**src/hdl/rlsw_pkg.sv**
```systemverilog
// Shared types and constants for the RGBW LED serial waveform unit.
package rlsw_pkg;

  localparam int unsigned LedCountDefault   = 8;
  localparam int unsigned BitsPerLedDefault = 32;

  localparam int unsigned KindW    = 2;
  localparam int unsigned IdxW     = 3;
  localparam int unsigned ColourW  = 32;
  localparam int unsigned BitW     = 5;
  localparam int unsigned TickW    = 16;
  localparam int unsigned PulseW   = 8;
  localparam int unsigned CfgIdxW  = 3;
  localparam int unsigned CfgDataW = 16;
  localparam int unsigned MaxStore = 1 << IdxW;

  localparam int unsigned QueueDepth = 2;
  localparam int unsigned QueuePtrW  = 1;
  localparam int unsigned QueueCntW  = 2;

  localparam logic [PulseW-1:0] OneHighReset  = PulseW'(700 / 5);
  localparam logic [PulseW-1:0] OneLowReset   = PulseW'(800 / 5);
  localparam logic [PulseW-1:0] ZeroHighReset = PulseW'(350 / 5);
  localparam logic [PulseW-1:0] ZeroLowReset  = PulseW'(600 / 5);
  localparam logic [TickW-1:0]  GapReset      = TickW'(60000 / 5);

  typedef enum logic [KindW-1:0] {
    KIND_TICK   = 2'd0,
    KIND_WRITE  = 2'd1,
    KIND_STOP   = 2'd2,
    KIND_UNUSED = 2'd3
  } kind_e;

  typedef enum logic [CfgIdxW-1:0] {
    CFG_ONE_HIGH  = 3'd0,
    CFG_ONE_LOW   = 3'd1,
    CFG_ZERO_HIGH = 3'd2,
    CFG_ZERO_LOW  = 3'd3,
    CFG_GAP       = 3'd4
  } cfg_idx_e;

  typedef enum logic [1:0] {
    OP_TICK,
    OP_WRITE,
    OP_STOP,
    OP_NONE
  } op_e;

  typedef enum logic [2:0] {
    PH_LEAD,
    PH_HIGH,
    PH_LOW,
    PH_TRAIL,
    PH_HALT
  } phase_e;

  typedef struct packed {
    op_e                op;
    logic [IdxW-1:0]    led_index;
    logic [ColourW-1:0] colour;
    logic               down_n;
    logic               right_n;
  } item_t;

endpackage

```
**src/hdl/rlsw_if.sv**
```systemverilog
// Channel interfaces: input items, result items and configuration writes.
interface rlsw_item_if import rlsw_pkg::*; ();
  logic               valid;
  logic               ready;
  logic [KindW-1:0]   kind;
  logic [IdxW-1:0]    led_index;
  logic [ColourW-1:0] colour_value;
  logic               down_pin_n;
  logic               right_pin_n;

  modport source (output valid, kind, led_index, colour_value, down_pin_n, right_pin_n,
                  input ready);
  modport sink (input valid, kind, led_index, colour_value, down_pin_n, right_pin_n,
                output ready);
endinterface

interface rlsw_result_if;
  logic valid;
  logic ready;
  logic data_line;
  logic down_pressed;
  logic right_pressed;
  logic frame_done;
  logic halted;

  modport source (output valid, data_line, down_pressed, right_pressed, frame_done, halted,
                  input ready);
  modport sink (input valid, data_line, down_pressed, right_pressed, frame_done, halted,
                output ready);
endinterface

interface rlsw_cfg_if import rlsw_pkg::*; ();
  logic                valid;
  logic                ready;
  logic [CfgIdxW-1:0]  index;
  logic [CfgDataW-1:0] data;

  modport source (output valid, index, data, input ready);
  modport sink (input valid, index, data, output ready);
endinterface

```
**src/hdl/rlsw_front.sv**
```systemverilog
// Front end: accepts input transactions and classifies them into operations.
module rlsw_front import rlsw_pkg::*; #(
  parameter int unsigned LED_COUNT = LedCountDefault
) (
  rlsw_item_if.sink in_i,
  output logic      push_valid_o,
  input  logic      push_ready_i,
  output item_t     push_item_o
);

  op_e op;

  always_comb begin
    op = OP_NONE;
    unique case (kind_e'(in_i.kind))
      KIND_TICK:  op = OP_TICK;
      KIND_WRITE: op = (32'(in_i.led_index) < 32'(LED_COUNT)) ? OP_WRITE : OP_NONE;
      KIND_STOP:  op = OP_STOP;
      default:    op = OP_NONE;
    endcase
  end

  assign in_i.ready   = push_ready_i;
  assign push_valid_o = in_i.valid;

  assign push_item_o.op        = op;
  assign push_item_o.led_index = in_i.led_index;
  assign push_item_o.colour    = in_i.colour_value;
  assign push_item_o.down_n    = in_i.down_pin_n;
  assign push_item_o.right_n   = in_i.right_pin_n;

endmodule

```
**src/hdl/rlsw_queue.sv**
```systemverilog
// Short queue of classified operations between front end and back end.
module rlsw_queue import rlsw_pkg::*; (
  input  logic  clk_i,
  input  logic  rst_ni,
  input  logic  push_valid_i,
  output logic  push_ready_o,
  input  item_t push_item_i,
  output logic  pop_valid_o,
  input  logic  pop_i,
  output item_t pop_item_o
);

  item_t                entry_q [QueueDepth];
  logic [QueuePtrW-1:0] wr_ptr_q, rd_ptr_q;
  logic [QueueCntW-1:0] count_q;
  logic                 push, pop;

  assign push_ready_o = (count_q != QueueCntW'(QueueDepth));
  assign pop_valid_o  = (count_q != '0);
  assign push         = push_valid_i && push_ready_o;
  assign pop          = pop_i && pop_valid_o;
  assign pop_item_o   = entry_q[rd_ptr_q];

  always_ff @(posedge clk_i or negedge rst_ni) begin
    if (!rst_ni) begin
      wr_ptr_q <= '0;
      rd_ptr_q <= '0;
      count_q  <= '0;
    end else begin
      if (push) wr_ptr_q <= wr_ptr_q + 1'b1;
      if (pop) rd_ptr_q <= rd_ptr_q + 1'b1;
      if (push && !pop) count_q <= count_q + 1'b1;
      else if (pop && !push) count_q <= count_q - 1'b1;
    end
  end

  always_ff @(posedge clk_i) begin
    if (push) entry_q[wr_ptr_q] <= push_item_i;
  end

endmodule

```
**src/hdl/rlsw_back.sv**
```systemverilog
// Back end: waveform sequencer, colour store, frame latch, timing registers.
module rlsw_back import rlsw_pkg::*; #(
  parameter int unsigned LED_COUNT    = LedCountDefault,
  parameter int unsigned BITS_PER_LED = BitsPerLedDefault
) (
  input  logic          clk_i,
  input  logic          rst_ni,
  input  logic          item_valid_i,
  output logic          item_pop_o,
  input  item_t         item_i,
  rlsw_cfg_if.sink      cfg_i,
  rlsw_result_if.source out_o
);

  localparam int unsigned LedW       = (LED_COUNT > 1) ? $clog2(LED_COUNT) : 1;
  localparam int unsigned StoreDepth = (LED_COUNT < MaxStore) ? LED_COUNT : MaxStore;
  localparam int unsigned StoreW     = (StoreDepth > 1) ? $clog2(StoreDepth) : 1;
  localparam logic [BitW-1:0] TopBit  = BitW'(BITS_PER_LED - 1);
  localparam logic [LedW-1:0] LastLed = LedW'(LED_COUNT - 1);

  logic [PulseW-1:0]  one_high_q, one_low_q, zero_high_q, zero_low_q;
  logic [TickW-1:0]   gap_q;
  logic [ColourW-1:0] store_q [StoreDepth];
  logic [ColourW-1:0] latch_q [StoreDepth];

  phase_e           phase_q, phase_d;
  logic [LedW-1:0]  led_q, led_d;
  logic [BitW-1:0]  bit_q, bit_d;
  logic [TickW-1:0] tick_q, tick_d;
  logic             stop_q, stop_d;
  logic [1:0]       flags_q, flags_d;

  logic             out_valid_q, line_q, done_q, halted_q;
  logic [1:0]       out_flags_q;

  logic             pop, store_we, latch_en, done, cur_bit, reached;
  logic [TickW-1:0] lim, lim_eff, tick_inc;

  assign cfg_i.ready = 1'b1;

  always_ff @(posedge clk_i or negedge rst_ni) begin
    if (!rst_ni) begin
      one_high_q  <= OneHighReset;
      one_low_q   <= OneLowReset;
      zero_high_q <= ZeroHighReset;
      zero_low_q  <= ZeroLowReset;
      gap_q       <= GapReset;
    end else if (cfg_i.valid) begin
      unique case (cfg_idx_e'(cfg_i.index))
        CFG_ONE_HIGH:  one_high_q  <= cfg_i.data[PulseW-1:0];
        CFG_ONE_LOW:   one_low_q   <= cfg_i.data[PulseW-1:0];
        CFG_ZERO_HIGH: zero_high_q <= cfg_i.data[PulseW-1:0];
        CFG_ZERO_LOW:  zero_low_q  <= cfg_i.data[PulseW-1:0];
        CFG_GAP:       gap_q       <= cfg_i.data[TickW-1:0];
        default: ;
      endcase
    end
  end

  assign cur_bit = (32'(led_q) < 32'(StoreDepth)) ? latch_q[led_q[StoreW-1:0]][bit_q] : 1'b0;

  always_comb begin
    unique case (phase_q)
      PH_HIGH: lim = TickW'(cur_bit ? one_high_q : zero_high_q);
      PH_LOW:  lim = TickW'(cur_bit ? one_low_q : zero_low_q);
      default: lim = gap_q;
    endcase
  end

  assign lim_eff  = (lim == '0) ? TickW'(1) : lim;
  assign tick_inc = tick_q + 1'b1;
  assign reached  = (tick_inc >= lim_eff);
  assign pop      = item_valid_i && (!out_valid_q || out_o.ready);
  assign item_pop_o = pop;

  always_comb begin
    phase_d  = phase_q;
    led_d    = led_q;
    bit_d    = bit_q;
    tick_d   = tick_q;
    stop_d   = stop_q;
    flags_d  = flags_q;
    done     = 1'b0;
    store_we = 1'b0;
    latch_en = 1'b0;
    if (pop) begin
      unique case (item_i.op)
        OP_WRITE: store_we = 1'b1;
        OP_STOP:  stop_d = 1'b1;
        OP_NONE:  ;
        OP_TICK: begin
          unique case (phase_q)
            PH_LEAD: begin
              if (tick_q == '0 && stop_q) begin
                phase_d = PH_HALT;
              end else if (reached) begin
                latch_en = 1'b1;
                phase_d  = PH_HIGH;
                tick_d   = '0;
                led_d    = '0;
                bit_d    = TopBit;
              end else begin
                tick_d = tick_inc;
              end
            end
            PH_HIGH: begin
              if (reached) begin
                phase_d = PH_LOW;
                tick_d  = '0;
              end else begin
                tick_d = tick_inc;
              end
            end
            PH_LOW: begin
              if (reached) begin
                tick_d = '0;
                if (bit_q == '0) begin
                  if (led_q == LastLed) begin
                    phase_d = PH_TRAIL;
                  end else begin
                    led_d   = led_q + 1'b1;
                    bit_d   = TopBit;
                    phase_d = PH_HIGH;
                  end
                end else begin
                  bit_d   = bit_q - 1'b1;
                  phase_d = PH_HIGH;
                end
              end else begin
                tick_d = tick_inc;
              end
            end
            PH_TRAIL: begin
              if (reached) begin
                flags_d = {!item_i.right_n, !item_i.down_n};
                done    = 1'b1;
                phase_d = PH_LEAD;
                tick_d  = '0;
              end else begin
                tick_d = tick_inc;
              end
            end
            PH_HALT: ;
            default: phase_d = PH_HALT;
          endcase
        end
      endcase
    end
  end

  always_ff @(posedge clk_i or negedge rst_ni) begin
    if (!rst_ni) begin
      phase_q <= PH_LEAD;
      led_q   <= '0;
      bit_q   <= TopBit;
      tick_q  <= '0;
      stop_q  <= 1'b0;
      flags_q <= '0;
    end else begin
      phase_q <= phase_d;
      led_q   <= led_d;
      bit_q   <= bit_d;
      tick_q  <= tick_d;
      stop_q  <= stop_d;
      flags_q <= flags_d;
    end
  end

  always_ff @(posedge clk_i or negedge rst_ni) begin
    if (!rst_ni) begin
      for (int i = 0; i < StoreDepth; i++) store_q[i] <= '0;
    end else if (store_we) begin
      store_q[StoreW'(item_i.led_index)] <= item_i.colour;
    end
  end

  always_ff @(posedge clk_i) begin
    if (latch_en) begin
      for (int i = 0; i < StoreDepth; i++) latch_q[i] <= store_q[i];
    end
  end

  always_ff @(posedge clk_i or negedge rst_ni) begin
    if (!rst_ni) begin
      out_valid_q <= 1'b0;
    end else if (pop) begin
      out_valid_q <= 1'b1;
    end else if (out_o.ready) begin
      out_valid_q <= 1'b0;
    end
  end

  always_ff @(posedge clk_i) begin
    if (pop) begin
      line_q      <= (phase_q == PH_HIGH);
      out_flags_q <= flags_d;
      done_q      <= done;
      halted_q    <= (phase_d == PH_HALT);
    end
  end

  assign out_o.valid         = out_valid_q;
  assign out_o.data_line     = line_q;
  assign out_o.down_pressed  = out_flags_q[0];
  assign out_o.right_pressed = out_flags_q[1];
  assign out_o.frame_done    = done_q;
  assign out_o.halted        = halted_q;

endmodule

```
**src/hdl/rgbw_led_serial_waveform_unit.sv**
```systemverilog
// Top level of the RGBW LED serial waveform unit.
// A transaction passes through the queue entry and then the output register to the result.
// Throughput: 1 transaction per cycle, retired by the sequencer unless the result side stalls.
// A 2-entry queue parts the front end from the back end; output is registered.
// Reset: asynchronous, active low; colour store cleared, timing registers to defaults,
// sequencer in the leading gap.
module rgbw_led_serial_waveform_unit import rlsw_pkg::*; #(
  parameter int unsigned LED_COUNT    = LedCountDefault,
  parameter int unsigned BITS_PER_LED = BitsPerLedDefault
) (
  input  logic          clk_i,
  input  logic          rst_ni,
  rlsw_item_if.sink     in_i,
  rlsw_cfg_if.sink      cfg_i,
  rlsw_result_if.source out_o
);

  logic  push_valid, push_ready, q_valid, q_pop;
  item_t push_item, q_item;

  rlsw_front #(
    .LED_COUNT(LED_COUNT)
  ) u_front (
    .in_i         (in_i),
    .push_valid_o (push_valid),
    .push_ready_i (push_ready),
    .push_item_o  (push_item)
  );

  rlsw_queue u_queue (
    .clk_i        (clk_i),
    .rst_ni       (rst_ni),
    .push_valid_i (push_valid),
    .push_ready_o (push_ready),
    .push_item_i  (push_item),
    .pop_valid_o  (q_valid),
    .pop_i        (q_pop),
    .pop_item_o   (q_item)
  );

  rlsw_back #(
    .LED_COUNT   (LED_COUNT),
    .BITS_PER_LED(BITS_PER_LED)
  ) u_back (
    .clk_i        (clk_i),
    .rst_ni       (rst_ni),
    .item_valid_i (q_valid),
    .item_pop_o   (q_pop),
    .item_i       (q_item),
    .cfg_i        (cfg_i),
    .out_o        (out_o)
  );

endmodule

```
**src/flat_wrapper.sv**
```systemverilog
// flat-port wrapper written by rule: the top's interface ports become plain ports
module rgbw_led_serial_waveform_unit_flat import rlsw_pkg::*;
#(
  parameter int unsigned LED_COUNT    = LedCountDefault,
  parameter int unsigned BITS_PER_LED = BitsPerLedDefault
)
  (clk_i, rst_ni, in_i_valid, in_i_kind, in_i_led_index, in_i_colour_value, in_i_down_pin_n, in_i_right_pin_n, in_i_ready, cfg_i_valid, cfg_i_index, cfg_i_data, cfg_i_ready, out_o_valid, out_o_data_line, out_o_down_pressed, out_o_right_pressed, out_o_frame_done, out_o_halted, out_o_ready);
  rlsw_item_if in_i_i ();
  rlsw_cfg_if cfg_i_i ();
  rlsw_result_if out_o_i ();
  input  logic clk_i;
  input  logic rst_ni;
  input wire logic [$bits(in_i_i.valid)-1:0] in_i_valid;
  input wire logic [$bits(in_i_i.kind)-1:0] in_i_kind;
  input wire logic [$bits(in_i_i.led_index)-1:0] in_i_led_index;
  input wire logic [$bits(in_i_i.colour_value)-1:0] in_i_colour_value;
  input wire logic [$bits(in_i_i.down_pin_n)-1:0] in_i_down_pin_n;
  input wire logic [$bits(in_i_i.right_pin_n)-1:0] in_i_right_pin_n;
  output wire logic [$bits(in_i_i.ready)-1:0] in_i_ready;
  input wire logic [$bits(cfg_i_i.valid)-1:0] cfg_i_valid;
  input wire logic [$bits(cfg_i_i.index)-1:0] cfg_i_index;
  input wire logic [$bits(cfg_i_i.data)-1:0] cfg_i_data;
  output wire logic [$bits(cfg_i_i.ready)-1:0] cfg_i_ready;
  output wire logic [$bits(out_o_i.valid)-1:0] out_o_valid;
  output wire logic [$bits(out_o_i.data_line)-1:0] out_o_data_line;
  output wire logic [$bits(out_o_i.down_pressed)-1:0] out_o_down_pressed;
  output wire logic [$bits(out_o_i.right_pressed)-1:0] out_o_right_pressed;
  output wire logic [$bits(out_o_i.frame_done)-1:0] out_o_frame_done;
  output wire logic [$bits(out_o_i.halted)-1:0] out_o_halted;
  input wire logic [$bits(out_o_i.ready)-1:0] out_o_ready;
  assign in_i_i.valid = in_i_valid;
  assign in_i_i.kind = in_i_kind;
  assign in_i_i.led_index = in_i_led_index;
  assign in_i_i.colour_value = in_i_colour_value;
  assign in_i_i.down_pin_n = in_i_down_pin_n;
  assign in_i_i.right_pin_n = in_i_right_pin_n;
  assign in_i_ready = in_i_i.ready;
  assign cfg_i_i.valid = cfg_i_valid;
  assign cfg_i_i.index = cfg_i_index;
  assign cfg_i_i.data = cfg_i_data;
  assign cfg_i_ready = cfg_i_i.ready;
  assign out_o_valid = out_o_i.valid;
  assign out_o_data_line = out_o_i.data_line;
  assign out_o_down_pressed = out_o_i.down_pressed;
  assign out_o_right_pressed = out_o_i.right_pressed;
  assign out_o_frame_done = out_o_i.frame_done;
  assign out_o_halted = out_o_i.halted;
  assign out_o_i.ready = out_o_ready;
  rgbw_led_serial_waveform_unit #(.LED_COUNT(LED_COUNT), .BITS_PER_LED(BITS_PER_LED)) u_core (.clk_i(clk_i), .rst_ni(rst_ni), .in_i(in_i_i), .cfg_i(cfg_i_i), .out_o(out_o_i));
endmodule
```
**config.mk**
```make
export PLATFORM = sky130hd
export DESIGN_NAME = rgbw_led_serial_waveform_unit_flat
export DESIGN_NICKNAME = d
export VERILOG_FILES = /design/src/hdl/rlsw_pkg.sv /design/src/hdl/rlsw_if.sv /design/src/hdl/rlsw_front.sv /design/src/hdl/rlsw_queue.sv /design/src/hdl/rlsw_back.sv /design/src/hdl/rgbw_led_serial_waveform_unit.sv /design/src/flat_wrapper.sv
export SDC_FILE = /design/constraint.sdc
export NUM_CORES = 1
export LEC_CHECK = 0
export ABC_AREA = 1
export BUFFER_PORTS_ARGS = -buffer_cell sky130_fd_sc_hd__buf_2
export CAP_MARGIN = 5
export CORE_UTILIZATION = 37
export DETAILED_ROUTE_END_ITERATION = 16
export GPL_TIMING_DRIVEN = 0
export SETUP_SLACK_MARGIN = 0.4
export SLEW_MARGIN = 20
export SYNTH_ARGS = -nofsm -noshare
export SYNTH_HDL_FRONTEND = slang
export SYNTH_SLANG_ARGS = --single-unit
```
**constraint.sdc**
```tcl
create_clock -name clk_i -period 27.9 [get_ports clk_i]
set_clock_uncertainty 0.1 [all_clocks]
set_input_delay 2.79 -clock clk_i [delete_from_list [all_inputs] [get_ports clk_i]]
set_output_delay 2.79 -clock clk_i [all_outputs]
set_load 0.02 [all_outputs]
```
==> run metrics <==
worst hold path class register to register; routed len/inst 22.8 um; Max Root-Sink Buffers 3; share of cells above drive strength 1 12.6%; Max-Cap Viols 0; Die Width 273 um; CP arrival 7.71 ns; Cell Area, Synth 27,100 um^2; FF-to-FF path depth 38; synthesized netlist cell count 2,464; CTS Root Buffer Type clkbuf_16; sequential share of the synthesized area 69.0%; vias in the first global route 20.0k; std cell rows 98; clock latency at the later pin of the worst-skew pair 0.62 ns; Max Freq 133 MHz; Synth area leaders edfxtp_1 38%, dfrtp_1 29%, nand2_1 7.1%; global placer's final weighted congestion 0.882; Hold Vio Cnt, Final 0; Post-CTS Setup Bufs 0; final worst path period need 7.49 ns; #FFs+latches synth 678; worst slack, placed 20.56 ns; Max IR drop VDD 50.2 uV; Slew HR 25.0%; total CTS buffers 74; max-slew violations 0; Fin Setup TNS 0 ns; via count 20.1k; post-route ant nets 0; Crit. End Element register; H-tree depth 3; Pre-antenna DRT Iters 6; Total Nets Final 2,729; critical path's slowest cell clkbuf_1; Die ar. 74,300 um^2; area leader, netlist edfxtp_1; Setup CP Type register to register; largest net degree at the start of global routing 99; drt total wl 83,200 um; grt ovf 0; CP Max Fanout 12; crit start category register; # setup viols final 0; Tcrit/Tclk final 26.9%; CTS tree done; leading cell types in the layout, fill and taps excluded 515 x nand2_1, 339 x edfxtp_1, 315 x dfrtp_1; commonest non-fill, non-tap cell in the layout nand2_1; Yosys Warn Count 0; detailed placement HPWL 54,500 um; Net Count, Synth 2,549; Worst-path clk slew 0.06 ns; initial DRC count 2,222; worst hold path cell count 0; Syn Area/Cell 11.0 um^2; die height 273 um; Core Area 72,000 um^2; first-pass GRT wire length 123,000 um; count of cell types in the netlist 37; GRT Total Usage 22.4%; status finished, final reports clean; Ports 71; CP required 28.12 ns; Sink Count 678; top-area cell type share of the netlist area 37.6%; Filler cells 6,608; cts hold-fix bufs 0; final setup margin 20.41 ns; DRC viols 0; Worst-Margin Slew 1.13 ns; Worst path max stage delay 0.80 ns; # diodes 0; initial antenna violation count 0; Layout area overhead 16.8%; RSZ-0062 raised after global routing false; Leakage 13.0 nW; IO Port Bufs 67; CTS resizes 0; starting density of the core 37.7%; post-DR vias/cell 5.50; PwrDens 110 nW/um^2
path summary, 6_finish.rpt:
path | startpoint | slack [ns] | endpoint
worst min-delay path | u_core.u_back.store_q[154] | 0.34 | u_core.u_back.latch_q[3][26]
min in group asynchronous | rst_ni | 1.98 | u_core.u_back.store_q[136]
worst max-delay path | u_core.u_back.led_q[2] | 20.41 | u_core.u_back.latch_q[6][30]
max in group asynchronous | rst_ni | 24.52 | u_core.u_back.store_q[24]
worst min register to register | u_core.u_back.store_q[154] | 0.34 | u_core.u_back.latch_q[3][26]
worst max register to register | u_core.u_back.led_q[2] | 20.41 | u_core.u_back.latch_q[6][30]
Yosys cell counts:
cell / instances
nand2_2: 2
or2_2: 4
xnor2_1: 1
o22ai_1: 10
buf_6: 1
ha_1: 22
nand2_4: 1
nand2_1: 515
buf_2: 57
buf_4: 9
clkbuf_1: 55
nor2_1: 316
inv_2: 2
nand3_1: 231
xor2_1: 17
dfstp_2: 24
nor3_2: 1
o211ai_1: 2
conb_1: 1
nand3b_1: 11
inv_1: 118
mux2_2: 8
nor2_2: 8
mux2i_1: 1
nor3_1: 9
buf_1: 4
nand4_1: 8
a31oi_1: 256
dfrtp_1: 315
edfxtp_1: 339
nor4_1: 2
clkinv_1: 1
a21oi_1: 18
a221oi_1: 1
o21ai_0: 86
o21ai_1: 6
a31o_2: 2
routing by layer:
| metal | track usage (%) | wire [um] | vias to the layer above |
|---|---|---|---|
| met5 | 0 | 0 | - |
| met4 | 10.0 | 3690 | 0 |
| met3 | 4.16 | 6650 | 226 |
| met2 | 37.5 | 40400 | 920 |
| met1 | 28.1 | 32400 | 10016 |
| li1 | - | - | 8941 |
through the flow:
step                std cells  cell area (um^2)  hold slack [ns]  util [%]  power [mW]
floorplan                2464             27100            0.326         -        2.11
global placement         3481             28600            0.329      39.8        2.41
detailed placement       3518             29100            0.330      40.4        2.45
CTS                      3655             31600            0.328      44.0        3.47
global route             3655             31600            0.348      44.0        3.64
finish                   3655             31600            0.341      44.0        3.47
kinds of logic (layout without fill, tap and decap cells):
logic type,Yosys count,after routing,share of synthesized area [%]
muxes,9,9,0.369
buffers and inverters,247,488,3.84
adders and majority gates,22,22,1.02
DFF,678,678,69.0
AOI/OAI and AO/OA,381,381,8.32
and+or+nand+nor,1108,1108,16.9
other,1,1,0.0138
xor gates and xnor gates,18,18,0.582
where the power goes:
part,switching (mW),internal [mW]
sequential,0.132,1.38
combinational,0.644,0.289
clock,0.408,0.616
total,1.18,2.28
worst max-delay path: cells and delay by family (launching register included):
family | cells | cell delay, ns
compound gates | 5 | 0.46
fa+ha+maj | 1 | 0.20
buf+inv | 14 | 3.41
flops | 1 | 0.39
simple gates | 18 | 2.56
sequential cells by signal (all words and copies together), names as in the netlist, 2 cells and up:
| name | count |
|---|---|
| u_core.u_back.one_low_q | 8 |
| u_core.u_queue.entry_q | 78 |
| u_core.u_back.out_flags_q | 2 |
| u_core.u_back.zero_high_q | 8 |
| u_core.u_back.one_high_q | 8 |
| u_core.u_back.store_q | 256 |
| u_core.u_back.tick_q | 16 |
| u_core.u_back.gap_q | 16 |
| u_core.u_back.latch_q | 256 |
| u_core.u_back.phase_q | 3 |
| u_core.u_back.bit_q | 5 |
| u_core.u_back.led_q | 3 |
| u_core.u_back.zero_low_q | 8 |
| u_core.u_queue.count_q | 2 |
| u_core.u_back.flags_q | 2 |
area by class of cell:
class	instances	area, um^2	share of cell area, %
Multi-Input combinational cell	1539	7390	23.3
Timing Repair Buffer	104	787	2.49
Buffer	126	586	1.85
Sequential cell	678	18700	59.1
Tap cell	950	1190	3.76
Clock buffer	97	2050	6.48
Inverter	121	454	1.44
Clock inverter	40	497	1.57
Note: power is estimated with default switching activity, not from simulation.
